## config.mk

```make
export PLATFORM = sky130hd
export DESIGN_NAME = sorted_event_priority_queue_unit_flat
export DESIGN_NICKNAME = d
export VERILOG_FILES = /design/src/rtl/sepq_pkg.sv /design/src/rtl/sepq_req_if.sv /design/src/rtl/sepq_rsp_if.sv /design/src/rtl/sorted_event_priority_queue_unit.sv /design/src/rtl/sepq_store.sv /design/src/flat_wrapper.sv
export SDC_FILE = /design/constraint.sdc
export NUM_CORES = 2
export LEC_CHECK = 0
export BUFFER_PORTS_ARGS = -buffer_cell sky130_fd_sc_hd__buf_2
export CAP_MARGIN = 20
export CORE_ASPECT_RATIO = 0.7
export CORE_MARGIN = 2
export CORE_UTILIZATION = 30
export DETAILED_ROUTE_END_ITERATION = 7
export SYNTH_ARGS = -nofsm -noshare
export SYNTH_HDL_FRONTEND = slang
export SYNTH_SLANG_ARGS = --single-unit
```

## constraint.sdc

```tcl
create_clock -name clock -period 16.9 [get_ports clock]
set_input_delay 0.845 -clock clock [delete_from_list [all_inputs] [get_ports clock]]
set_output_delay 0.845 -clock clock [all_outputs]
set_load 0.02 [all_outputs]
```

## src/rtl/sepq_pkg.sv

```systemverilog
`timescale 1ns / 1ps

package sepq_pkg;

   // command codes on the request channel
   typedef enum logic [1:0] {
      CMD_PUSH  = 2'd0,
      CMD_POP   = 2'd1,
      CMD_CLEAR = 2'd2
   } cmd_type;

   // status codes on the response channel
   typedef enum logic [1:0] {
      STAT_OK    = 2'd0,
      STAT_FULL  = 2'd1,
      STAT_EMPTY = 2'd2
   } stat_type;

   // sequencer states
   typedef enum logic [1:0] {
      SEQ_IDLE  = 2'd0,
      SEQ_SCAN  = 2'd1,
      SEQ_FETCH = 2'd2,
      SEQ_LOAD  = 2'd3
   } seq_state_type;

   localparam int FIELD_WIDTH = 32;
   localparam int KIND_WIDTH  = 8;
   localparam int CMD_WIDTH   = 2;
   localparam int STAT_WIDTH  = 2;

endpackage

```

## src/rtl/sepq_req_if.sv

```systemverilog
`timescale 1ns / 1ps

interface sepq_req_if;
   logic                                 valid;
   logic                                 ready;
   logic [sepq_pkg::CMD_WIDTH-1:0]       command;
   logic [sepq_pkg::FIELD_WIDTH-1:0]     event_time;
   logic [sepq_pkg::FIELD_WIDTH-1:0]     event_length;
   logic [sepq_pkg::KIND_WIDTH-1:0]      event_kind;

   modport source (output valid, command, event_time, event_length, event_kind,
                   input ready);
   modport sink   (input valid, command, event_time, event_length, event_kind,
                   output ready);
endinterface

```

## src/rtl/sepq_rsp_if.sv

```systemverilog
`timescale 1ns / 1ps

interface sepq_rsp_if #(
   parameter int COUNT_WIDTH = 5
);
   logic                                 valid;
   logic                                 ready;
   logic [sepq_pkg::STAT_WIDTH-1:0]      status;
   logic                                 head_valid;
   logic [sepq_pkg::FIELD_WIDTH-1:0]     head_time;
   logic [sepq_pkg::FIELD_WIDTH-1:0]     head_length;
   logic [sepq_pkg::KIND_WIDTH-1:0]      head_kind;
   logic [COUNT_WIDTH-1:0]               entry_count;

   modport source (output valid, status, head_valid, head_time, head_length, head_kind,
                   entry_count, input ready);
   modport sink   (input valid, status, head_valid, head_time, head_length, head_kind,
                   entry_count, output ready);
endinterface

```

## src/rtl/sorted_event_priority_queue_unit.sv

```systemverilog
`timescale 1ns / 1ps

// sorted event priority queue: holds up to DEPTH events (time, length, kind)
// in ascending time order in a circular buffer memory
// req_chan carries a command (push, pop, clear) plus the event to push;
// rsp_chan returns one result per request: status, head event after the
// command, a head-valid flag and the entry count
// a transfer on either channel happens when valid and ready are both high
// sequence: a pop, clear or rejected command goes from idle through the fetch and
// load states; a push that moves k stored events up one place first runs the
// insertion scan, which reads one entry per cycle from the single memory read
// port and compares it with the one time comparator, then fetch and load
// for either, the result is registered in the load state and shows up in the
// cycle the block turns idle again
// reset (synchronous, active high) empties the queue and drops any pending
// result; the memory contents are not cleared and need no clearing pass
// when the receiver stalls, the result register holds; one further request
// can be accepted and worked on, and its result waits until the held one
// has been transferred
module sorted_event_priority_queue_unit #(
   parameter int DEPTH      = 16,
   parameter int TIME_WIDTH = 32
) (
   input  logic        clock,
   input  logic        reset,
   sepq_req_if.sink    req_chan,
   sepq_rsp_if.source  rsp_chan
);
   import sepq_pkg::*;

   // stored key width: the time field is 32 bits on the port
   localparam int SW = (TIME_WIDTH < FIELD_WIDTH) ? TIME_WIDTH : FIELD_WIDTH;
   localparam int AW = $clog2(DEPTH);
   localparam int CW = $clog2(DEPTH + 1);
   localparam logic [AW-1:0] LAST_ADDR = AW'(DEPTH - 1);
   localparam logic [CW-1:0] FULL_COUNT = CW'(DEPTH);

   // circular pointer steps
   function automatic logic [AW-1:0] ptr_inc(input logic [AW-1:0] p);
      return (p == LAST_ADDR) ? '0 : p + 1'b1;
   endfunction

   function automatic logic [AW-1:0] ptr_dec(input logic [AW-1:0] p);
      return (p == '0) ? LAST_ADDR : p - 1'b1;
   endfunction

   // sequencer and queue bookkeeping
   seq_state_type    state_ff, state_in;
   logic [AW-1:0]    head_ff, head_in;     // physical slot of the head event
   logic [AW-1:0]    tail_ff, tail_in;     // physical slot just past the last event
   logic [CW-1:0]    count_ff, count_in;
   logic [CW-1:0]    left_ff, left_in;     // events still in front of the write slot
   logic [AW-1:0]    ptr_ff, ptr_in;       // slot being written during the scan
   stat_type         status_ff, status_in;

   // event being inserted
   logic [SW-1:0]          time_ff, time_in;
   logic [FIELD_WIDTH-1:0] length_ff, length_in;
   logic [KIND_WIDTH-1:0]  kind_ff, kind_in;

   // result register
   logic                   rsp_valid_ff, rsp_valid_in;
   stat_type               rsp_status_ff, rsp_status_in;
   logic                   rsp_head_valid_ff, rsp_head_valid_in;
   logic [FIELD_WIDTH-1:0] rsp_time_ff, rsp_time_in;
   logic [FIELD_WIDTH-1:0] rsp_length_ff, rsp_length_in;
   logic [KIND_WIDTH-1:0]  rsp_kind_ff, rsp_kind_in;
   logic [CW-1:0]          rsp_count_ff, rsp_count_in;

   // memory ports
   logic                   wr_en;
   logic [AW-1:0]          wr_addr;
   logic [SW-1:0]          wr_time;
   logic [FIELD_WIDTH-1:0] wr_length;
   logic [KIND_WIDTH-1:0]  wr_kind;
   logic [AW-1:0]          rd_addr;
   logic [SW-1:0]          rd_time;
   logic [FIELD_WIDTH-1:0] rd_length;
   logic [KIND_WIDTH-1:0]  rd_kind;

   // the shared compare unit: does the stored event stay behind the new one
   logic                   move_up;
   logic                   rsp_free;

   sepq_store #(
      .DEPTH (DEPTH),
      .SW    (SW)
   ) u_store (
      .clock     (clock),
      .wr_en     (wr_en),
      .wr_addr   (wr_addr),
      .wr_time   (wr_time),
      .wr_length (wr_length),
      .wr_kind   (wr_kind),
      .rd_addr   (rd_addr),
      .rd_time   (rd_time),
      .rd_length (rd_length),
      .rd_kind   (rd_kind)
   );

   assign move_up  = (left_ff != '0) && (rd_time >= time_ff);
   assign rsp_free = !rsp_valid_ff || rsp_chan.ready;

   always_ff @(posedge clock) begin
      if (reset) begin
         state_ff     <= SEQ_IDLE;
         head_ff      <= '0;
         tail_ff      <= '0;
         count_ff     <= '0;
         rsp_valid_ff <= 1'b0;
      end else begin
         state_ff     <= state_in;
         head_ff      <= head_in;
         tail_ff      <= tail_in;
         count_ff     <= count_in;
         rsp_valid_ff <= rsp_valid_in;
      end
   end

   // payload registers
   always_ff @(posedge clock) begin
      left_ff           <= left_in;
      ptr_ff            <= ptr_in;
      status_ff         <= status_in;
      time_ff           <= time_in;
      length_ff         <= length_in;
      kind_ff           <= kind_in;
      rsp_status_ff     <= rsp_status_in;
      rsp_head_valid_ff <= rsp_head_valid_in;
      rsp_time_ff       <= rsp_time_in;
      rsp_length_ff     <= rsp_length_in;
      rsp_kind_ff       <= rsp_kind_in;
      rsp_count_ff      <= rsp_count_in;
   end

   always_comb begin
      state_in          = state_ff;
      head_in           = head_ff;
      tail_in           = tail_ff;
      count_in          = count_ff;
      left_in           = left_ff;
      ptr_in            = ptr_ff;
      status_in         = status_ff;
      time_in           = time_ff;
      length_in         = length_ff;
      kind_in           = kind_ff;
      rsp_valid_in      = rsp_valid_ff && !rsp_chan.ready;
      rsp_status_in     = rsp_status_ff;
      rsp_head_valid_in = rsp_head_valid_ff;
      rsp_time_in       = rsp_time_ff;
      rsp_length_in     = rsp_length_ff;
      rsp_kind_in       = rsp_kind_ff;
      rsp_count_in      = rsp_count_ff;
      req_chan.ready    = 1'b0;
      wr_en             = 1'b0;
      wr_addr           = ptr_ff;
      wr_time           = time_ff;
      wr_length         = length_ff;
      wr_kind           = kind_ff;
      rd_addr           = head_ff;

      unique case (state_ff)
         SEQ_IDLE: begin
            req_chan.ready = 1'b1;
            if (req_chan.valid) begin
               status_in = STAT_OK;
               state_in  = SEQ_FETCH;
               unique case (cmd_type'(req_chan.command))
                  CMD_PUSH: begin
                     if (count_ff == FULL_COUNT) begin
                        status_in = STAT_FULL;
                     end else begin
                        time_in   = req_chan.event_time[SW-1:0];
                        length_in = req_chan.event_length;
                        kind_in   = req_chan.event_kind;
                        left_in   = count_ff;
                        ptr_in    = tail_ff;
                        // prefetch the last stored event
                        rd_addr   = ptr_dec(tail_ff);
                        state_in  = SEQ_SCAN;
                     end
                  end
                  CMD_POP: begin
                     if (count_ff == '0) begin
                        status_in = STAT_EMPTY;
                     end else begin
                        head_in  = ptr_inc(head_ff);
                        count_in = count_ff - 1'b1;
                     end
                  end
                  CMD_CLEAR: begin
                     head_in  = '0;
                     tail_in  = '0;
                     count_in = '0;
                  end
                  default: begin
                     // unused code: no change
                  end
               endcase
            end
         end

         SEQ_SCAN: begin
            wr_en = 1'b1;
            if (move_up) begin
               // shift one event up and read the one in front of it
               wr_time   = rd_time;
               wr_length = rd_length;
               wr_kind   = rd_kind;
               ptr_in    = ptr_dec(ptr_ff);
               left_in   = left_ff - 1'b1;
               rd_addr   = ptr_dec(ptr_dec(ptr_ff));
            end else begin
               // insertion point found
               tail_in  = ptr_inc(tail_ff);
               count_in = count_ff + 1'b1;
               state_in = SEQ_FETCH;
            end
         end

         SEQ_FETCH: begin
            state_in = SEQ_LOAD;
         end

         SEQ_LOAD: begin
            if (rsp_free) begin
               rsp_valid_in      = 1'b1;
               rsp_status_in     = status_ff;
               rsp_head_valid_in = (count_ff != '0);
               rsp_time_in       = (count_ff != '0) ? FIELD_WIDTH'(rd_time) : '0;
               rsp_length_in     = (count_ff != '0) ? rd_length : '0;
               rsp_kind_in       = (count_ff != '0) ? rd_kind : '0;
               rsp_count_in      = count_ff;
               state_in          = SEQ_IDLE;
            end
         end

         default: begin
            state_in = SEQ_IDLE;
         end
      endcase
   end

   assign rsp_chan.valid       = rsp_valid_ff;
   assign rsp_chan.status      = rsp_status_ff;
   assign rsp_chan.head_valid  = rsp_head_valid_ff;
   assign rsp_chan.head_time   = rsp_time_ff;
   assign rsp_chan.head_length = rsp_length_ff;
   assign rsp_chan.head_kind   = rsp_kind_ff;
   assign rsp_chan.entry_count = rsp_count_ff;

endmodule

```

## src/rtl/sepq_store.sv

```systemverilog
`timescale 1ns / 1ps

module sepq_store #(
   parameter int DEPTH = 16,
   parameter int SW    = 32
) (
   input  logic                               clock,
   input  logic                               wr_en,
   input  logic [$clog2(DEPTH)-1:0]           wr_addr,
   input  logic [SW-1:0]                      wr_time,
   input  logic [sepq_pkg::FIELD_WIDTH-1:0]   wr_length,
   input  logic [sepq_pkg::KIND_WIDTH-1:0]    wr_kind,
   input  logic [$clog2(DEPTH)-1:0]           rd_addr,
   output logic [SW-1:0]                      rd_time,
   output logic [sepq_pkg::FIELD_WIDTH-1:0]   rd_length,
   output logic [sepq_pkg::KIND_WIDTH-1:0]    rd_kind
);
   import sepq_pkg::*;

   logic [SW-1:0]          time_mem   [DEPTH];
   logic [FIELD_WIDTH-1:0] length_mem [DEPTH];
   logic [KIND_WIDTH-1:0]  kind_mem   [DEPTH];

   always_ff @(posedge clock) begin
      if (wr_en) begin
         time_mem[wr_addr]   <= wr_time;
         length_mem[wr_addr] <= wr_length;
         kind_mem[wr_addr]   <= wr_kind;
      end
   end

   // registered read port
   always_ff @(posedge clock) begin
      rd_time   <= time_mem[rd_addr];
      rd_length <= length_mem[rd_addr];
      rd_kind   <= kind_mem[rd_addr];
   end

endmodule

```

## src/flat_wrapper.sv

```systemverilog
// flat-port wrapper written by rule: the top's interface ports become plain ports
module sorted_event_priority_queue_unit_flat import sepq_pkg::*;
#(
   parameter int DEPTH      = 16,
   parameter int TIME_WIDTH = 32
)
  (clock, reset, req_chan_valid, req_chan_command, req_chan_event_time, req_chan_event_length, req_chan_event_kind, req_chan_ready, rsp_chan_valid, rsp_chan_status, rsp_chan_head_valid, rsp_chan_head_time, rsp_chan_head_length, rsp_chan_head_kind, rsp_chan_entry_count, rsp_chan_ready);
  sepq_req_if req_chan_i ();
  sepq_rsp_if #(.COUNT_WIDTH((5))) rsp_chan_i ();
  input  logic clock;
  input  logic reset;
  input wire logic [$bits(req_chan_i.valid)-1:0] req_chan_valid;
  input wire logic [$bits(req_chan_i.command)-1:0] req_chan_command;
  input wire logic [$bits(req_chan_i.event_time)-1:0] req_chan_event_time;
  input wire logic [$bits(req_chan_i.event_length)-1:0] req_chan_event_length;
  input wire logic [$bits(req_chan_i.event_kind)-1:0] req_chan_event_kind;
  output wire logic [$bits(req_chan_i.ready)-1:0] req_chan_ready;
  output wire logic [$bits(rsp_chan_i.valid)-1:0] rsp_chan_valid;
  output wire logic [$bits(rsp_chan_i.status)-1:0] rsp_chan_status;
  output wire logic [$bits(rsp_chan_i.head_valid)-1:0] rsp_chan_head_valid;
  output wire logic [$bits(rsp_chan_i.head_time)-1:0] rsp_chan_head_time;
  output wire logic [$bits(rsp_chan_i.head_length)-1:0] rsp_chan_head_length;
  output wire logic [$bits(rsp_chan_i.head_kind)-1:0] rsp_chan_head_kind;
  output wire logic [$bits(rsp_chan_i.entry_count)-1:0] rsp_chan_entry_count;
  input wire logic [$bits(rsp_chan_i.ready)-1:0] rsp_chan_ready;
  assign req_chan_i.valid = req_chan_valid;
  assign req_chan_i.command = req_chan_command;
  assign req_chan_i.event_time = req_chan_event_time;
  assign req_chan_i.event_length = req_chan_event_length;
  assign req_chan_i.event_kind = req_chan_event_kind;
  assign req_chan_ready = req_chan_i.ready;
  assign rsp_chan_valid = rsp_chan_i.valid;
  assign rsp_chan_status = rsp_chan_i.status;
  assign rsp_chan_head_valid = rsp_chan_i.head_valid;
  assign rsp_chan_head_time = rsp_chan_i.head_time;
  assign rsp_chan_head_length = rsp_chan_i.head_length;
  assign rsp_chan_head_kind = rsp_chan_i.head_kind;
  assign rsp_chan_entry_count = rsp_chan_i.entry_count;
  assign rsp_chan_i.ready = rsp_chan_ready;
  sorted_event_priority_queue_unit #(.DEPTH(DEPTH), .TIME_WIDTH(TIME_WIDTH)) u_core (.clock(clock), .reset(reset), .req_chan(req_chan_i), .rsp_chan(rsp_chan_i));
endmodule
```

**Word level (Yosys, flattened, before mapping)**

Memories as Yosys holds them, arrays and structs flattened. A register that Yosys moved wholly into a read port is not among the register bits.
Cells that the tools add are included.

- Add/subtract/negate cells: 8
- Order comparisons: 1
- Equal/unequal tests: 18
- Muxes and demuxes: 52
- Bitwise operators: 1
- Reduce and logical (&&, ||, !) cells: 23

Operator list:

| operator | count |
|---|---|
| 32-bit 2-to-1 mux | 4 |
| 4-bit 2-to-1 mux | 17 |
| 5-bit 2-to-1 mux | 7 |
| 32-bit >= comparator | 1 |
| 4-bit one-hot mux with 2 select lines | 4 |
| 5-bit one-hot mux with 2 select lines | 3 |
| 8-bit 2-to-1 mux | 2 |
| 4-bit zero test | 3 |
| 2-bit 2-to-1 mux | 6 |
| 2-bit inequality test, second input constant | 6 |
| 4-bit AND reduction | 3 |
| 4-bit by 1-bit subtractor with 4-bit output, second input constant | 3 |
| 5-bit AND reduction | 2 |
| 5-bit nonzero test | 2 |
| 5-bit by 1-bit subtractor with 5-bit output, second input constant | 2 |
| 4-bit by 1-bit adder with 4-bit output, second input constant | 2 |
| 4-bit == test, second input constant | 2 |
| 2-bit one-hot mux with 4 select lines | 1 |
| 1-bit 2-to-1 mux | 7 |
| 2-bit == test, second input constant | 3 |
| 3-bit inequality test, second input constant | 2 |
| 5-bit by 1-bit adder with 5-bit output, second input constant | 1 |
| 5-bit == test, second input constant | 1 |
| 5-bit zero test | 1 |
| 11 further kinds | 18 |

- Register bits: 179
- RAM bits: 1152
- Input port bits: 78
- Output and inout bits: 82
- Memories kept: 3

Memory list:

| name | depth | width | rd ports | clocked after memory_dff | wr ports | line | RTL |
|---|---|---|---|---|---|---|---|
| u_core.u_store.length_mem | 16 | 32 | 1 | 1 | 1 | sepq_store.sv:21 | `logic [FIELD_WIDTH-1:0] length_mem [DEPTH];` |
| u_core.u_store.time_mem | 16 | 32 | 1 | 1 | 1 | sepq_store.sv:20 | `logic [SW-1:0] time_mem [DEPTH];` |
| u_core.u_store.kind_mem | 16 | 8 | 1 | 1 | 1 | sepq_store.sv:22 | `logic [KIND_WIDTH-1:0] kind_mem [DEPTH];` |

**Depth between registers and ports, before layout**

- Depth in word-level cells: 6
- Mapped depth: 14

**Hierarchy**

A second synthesis with hierarchy kept.

- Cells, all modules: 2518
- Area total of the unflattened synthesis: 53341.2 um^2

By module, submodules not included:

| module | times used | cells an instance | area an instance (um^2) |
|---|---|---|---|
| sepq_store | 1 | 1850 | 44550.2 |
| sorted_event_priority_queue_unit | 1 | 668 | 8790.9 |

**Least setup slack after synthesis**

OpenSTA, ideal clock, no wires.

- Path kind: register to register
- Start: register u_core.state_ff[1]
- End: memory u_core.u_store.kind_mem[1][0], enable pin
- Library setup time: 0.591 ns
- Data arrival time: 6.558 ns
- Required time: 16.309 ns
- Path slack: 9.752 ns
- Cell stages (with the launch flop): 8
- Path buffers: 3
- Clock period less this slack: 7.148 ns
- Cell sequence: dfxtp_1 -> inv_1 -> ha_1 -> buf_1 -> clkbuf_1 -> clkbuf_1 -> nand2_1 -> nor3_1

- Cells in the longest elaborated chain, start to end: 4

Ends and longest elaborated chain:

| what | line | RTL |
|---|---|---|
| from (decl) | sorted_event_priority_queue_unit.sv:48 | `seq_state_type state_ff, state_in;` |
| from (signal assigned) | sorted_event_priority_queue_unit.sv:112 | `state_ff <= state_in;` |
| 2-bit by 1-bit == test with 1-bit output | sorted_event_priority_queue_unit.sv:162 | `unique case (state_ff)` |
| 1-bit 2-to-1 mux | sorted_event_priority_queue_unit.sv:162 |  |
| 1-bit 2-to-1 mux | sepq_store.sv:25 | `if (wr_en) begin` |
| 1-bit 2-to-1 mux (not written as such) | sepq_store.sv:28 | `kind_mem[wr_addr] <= wr_kind;` |
| to (decl) | sepq_store.sv:22 |  |

Every way passes these cells.

**Final worst setup path**

- Start: register u_core.time_ff[0]
- End: register u_core.u_store.rd_length[16] in the netlist's numbering, read port of u_core.u_store.length_mem

- Cells in the longest elaborated chain, start to end: 4

Ends and longest elaborated chain:

| what | line | RTL |
|---|---|---|
| from (decl) | sorted_event_priority_queue_unit.sv:57 | `logic [SW-1:0] time_ff, time_in;` |
| from (signal assigned) | sorted_event_priority_queue_unit.sv:125 | `time_ff <= time_in;` |
| 32-bit >= comparator | sorted_event_priority_queue_unit.sv:101 | `assign move_up = (left_ff != '0) && (rd_time >= time_ff);` |
| 1-bit logical AND | sorted_event_priority_queue_unit.sv:101 |  |
| 4-bit 2-to-1 mux | sorted_event_priority_queue_unit.sv:205 | `if (move_up) begin` |
| 4-bit one-hot mux with 2 select lines | sorted_event_priority_queue_unit.sv:162 |  |
| to (decl) | sepq_store.sv:15 | `output logic [sepq_pkg::FIELD_WIDTH-1:0] rd_length,` |

Every way passes these cells.
A chain may end at the register's enable or synchronous reset.

==> impl_metrics.ini <==
[sta]
fin_setup_tns_ns = 0
drv_slew = 0
period_minus_slack_ns = 6.629
rsz0062_at_grt = false
hold_viol = 0
fmax_mhz = 150.9
worstMarginPinSlew_ns = 1.116
hold_slack_ns = 0.2373
min_period_over_period_pct = 39.22
setup_viol = 0
clock-skew-final_ns = 0.04718
slew_headroom_pct = 25.41

[worst_hold_path]
hp-start = req_chan_event_length[12]
worst_hold_path.endpoint = u_core.length_ff[12]$_DFFE_PP_
hold_path.class = input pin to register
whs_path_depth = 1

[clock_tree]
clk_latency_ns = 0.78
cts_max_level = 4
cts_made_buffers = 142
cts_resized = 0
postCtsSetupBuffers = 0
cts_tree = done
cts_max_path_buffers = 3
cts_hold_buf = 0
cts.sinks = 1403
cts-root-buf = clkbuf_16
path_clk_slew_ns = 0.06

[power_and_ir_drop]
power_leakage_nw = 20.03
power_density_nw_per_um2 = 159.4
clkPwrFrac_pct = 32.0
p_comb_share_pct = 23.0
netSwitchingPower_mw = 2.882
switching_share_pct = 29.28
p_int_mw = 6.962
vdd_ir_drop_max_v = 0.0001038
p_seq_share_pct = 45.0

[floorplanning]
start_util_pct = 30.22
ioPinCount = 160
dieArea_um2 = 181500
rows = 129
die_w_um = 508.3
core_um2 = 176700
chipHeight_um = 357.0

[critical_path]
required_ns = 17.57
crit_arrival_ns = 7.29
crit_fanout = 66
crit_path_end_kind = register
critPathKind = register to register
reg2regPathDepth = 14
r2r_end = u_core.u_store.rd_length[16]$_DFF_P_
regToRegSetupSlack_ns = 10.27
r2r-start = u_core.time_ff[0]$_DFFE_PP_
crit_path_start_kind = register

[synthesis]
synth.avg_cell_area_um2 = 21.15
synthCells = 2525
async_reset_ff_share_pct = 0
synth_top_family_by_area = multiplexers
synth-seq-cells = 1403
synth-adder-area-share_pct = 1.218
synth_ff_type = edfxtp_1
synth_fp_nets = 2655
synth_most_common_cell = edfxtp_1
synth_xor_area_share_pct = 0.06559
yosys-top-cells-area = edfxtp_1 74%, mux4_2 12%, dfxtp_1 3.3%, a22oi_1 2.1%, mux2_2 1.5%
synth_warnings = 0
synthDistinctLibCells = 61
ys_seq_area_share_pct = 77.23
muxShareOfSynthArea_pct = 13.76
synth-simple-area-share_pct = 2.537
ys_top_cells_by_count = 1,315 x edfxtp_1, 283 x mux4_2, 148 x a22oi_1, 105 x nand2_1, 88 x dfxtp_1
yosysTopAreaCell = edfxtp_1
yosysTopAreaCellShare_pct = 73.93
synth_compound_area_share_pct = 3.303
synth-edff-count = 1315
syn_area_um2 = 53410

[place]
dp.cells = 4982
dpl.hpwl_um = 70640
place.gp.congestion = 0.7486
place_area_um2 = 57040
io_buffers = 159

[grt]
grt_usage_pct = 14.41
grt_max_degree = 107
antenna_found_initial = 13
grt_pass1_wl_um = 189600
grt_overflow = 0
grt_pass1_vias = 25780

[finish]
post-route-util_pct = 34.94
instances_no_fill = 5248
fillers = 16280
fin_nets = 2898
finish.instance_area_um2 = 61760
drive_above_1_share_pct = 28.20
area_growth_pct = 15.63

[outcome]
status = completed

[route]
routed_wl_um = 131400
num_vias = 25640
drt_iter0_drc = 2748
wire_per_inst_um = 25.04
drc = 0
dr.pass1.iters = 7
drtAntennaViolNets = 0
vias_per_cell = 4.886

[run]
maxCapViolations = 0
==> per-stage QoR <==
| stage | total power [mW] | setup WS [ns] |
|---|---|---|
| CTS | 9.974 | 10.17 |
| finish | 9.844 | 10.27 |
| floorplan | 6.091 | 9.752 |
| global route | 10.30 | 9.839 |
| global placement | 6.783 | 10.26 |
| detailed placement | 6.806 | 10.21 |
==> per-layer routing <==
| layer | share of wire (%) | global-route usage [%] | vias up |
|---|---|---|---|
| met3 | 7.2 | 3.097 | 170 |
| met5 | 0.049 | 0 | - |
| met1 | 45 | 20.92 | 13690 |
| met2 | 46 | 22.18 | 882 |
| met4 | 1.5 | 3.218 | 12 |
| li1 | - | - | 10890 |
==> how the worst max path moves through the flow <==
stage / to / startpoint / cells after the start / slack [ns]
after floorplan: u_core.u_store.kind_mem[1][0]$_DFFE_PP_ / u_core.state_ff[1]$_SDFFE_PP0P_ / 7 / 9.75
after global routing: u_core.u_store.rd_length[10]$_DFF_P_ / u_core.time_ff[0]$_DFFE_PP_ / 14 / 9.84
after CTS: u_core.u_store.rd_length[16]$_DFF_P_ / u_core.time_ff[0]$_DFFE_PP_ / 14 / 10.17
final: u_core.u_store.rd_length[16]$_DFF_P_ / u_core.time_ff[0]$_DFFE_PP_ / 14 / 10.27
after detailed placement: u_core.u_store.rd_length[16]$_DFF_P_ / u_core.time_ff[0]$_DFFE_PP_ / 14 / 10.21
after global placement: u_core.u_store.rd_length[10]$_DFF_P_ / u_core.time_ff[0]$_DFFE_PP_ / 14 / 10.26
==> worst max-delay path: stages (launching register included) <==
cell and delay [ns]:
edfxtp_1 0.39, ha_1 0.28, nand2b_1 0.15, a2111o_1 0.49, a32oi_1 0.37, a21bo_2 0.30, a21oi_2 0.12, a311oi_4 0.28
buf_4 0.83, buf_4 0.93, buf_4 0.91, buf_4 0.64, mux4_2 0.41, a22oi_1 0.23, nand2_1 0.08
==> cell type report <==
| class | instances | area (um^2) | area share (%) |
|---|---|---|---|
| clock buffer | 198 | 3958 | 6.408 |
| multi-input combinational | 946 | 11320 | 18.32 |
| clock inverter | 65 | 749.5 | 1.214 |
| inverter | 55 | 209.0 | 0.3383 |
| tap | 2358 | 2950 | 4.777 |
| antenna | 3 | 7.507 | 0.01216 |
| sequential | 1403 | 41250 | 66.79 |
| timing repair buffer | 220 | 1320 | 2.137 |
==> power by group through the flow <==
| stage | sequential (mW) | clock (mW) | combinational (mW) |
|---|---|---|---|
| floorplan | 4.48 | 0 | 1.61 |
| global placement | 4.49 | 0 | 2.29 |
| detailed placement | 4.50 | 0 | 2.31 |
| CTS | 4.43 | 3.23 | 2.32 |
| global route | 4.45 | 3.37 | 2.48 |
| finish | 4.43 | 3.15 | 2.27 |
==> cells in the final DEF (no fill, tap or decap), drive strengths merged, types with 3 or more instances in the layout <==
| master | instances |
|---|---|
| edfxtp | 1315 |
| mux4 | 288 |
| buf | 220 |
| clkbuf | 198 |
| a22oi | 148 |
| nand2 | 105 |
| dfxtp | 88 |
| nor2b | 75 |
| mux2 | 73 |
| inv | 62 |
| ha | 52 |
| nor2 | 46 |
| a21oi | 44 |
| clkinv | 42 |
| o21ai | 20 |
| nor3 | 12 |
| nand2b | 9 |
| nand3 | 9 |
| bufinv | 9 |
| nand4 | 8 |
| clkinvlp | 7 |
| o31ai | 4 |
| a31oi | 4 |
| a221oi | 4 |
| a311oi | 4 |
| and2 | 4 |
| diode | 3 |
| xnor2 | 3 |
| a21o | 3 |
==> cell families after synthesis <==
logic type,count (synthesis)
DFF,1403
adders and majority gates,52
buffers and inverters,176
muxes,363
xor gates and xnor gates,4
and+or+nand+nor,279
AOI/OAI and AO/OA,248
==> state kept, by name (all words and copies together) (netlist names) <==
name                         flops
u_core.u_store.length_mem      512
u_core.u_store.time_mem        512
u_core.u_store.kind_mem        128
u_core.length_ff                32
u_core.rsp_chan.head_length     32
u_core.rsp_chan.head_time       32
u_core.time_ff                  32
u_core.u_store.rd_length        32
u_core.u_store.rd_time          32
u_core.kind_ff                   8
u_core.rsp_chan.head_kind        8
u_core.u_store.rd_kind           8
u_core.count_ff                  5
u_core.left_ff                   5
u_core.rsp_chan.entry_count      5
u_core.head_ff                   4
u_core.ptr_ff                    4
u_core.tail_ff                   4
u_core.rsp_chan.status           2
u_core.state_ff                  2
u_core.status_ff                 2
u_core.rsp_chan.head_valid       1
u_core.rsp_chan.valid            1
No activity file was read; power rests on OpenSTA's default activity.
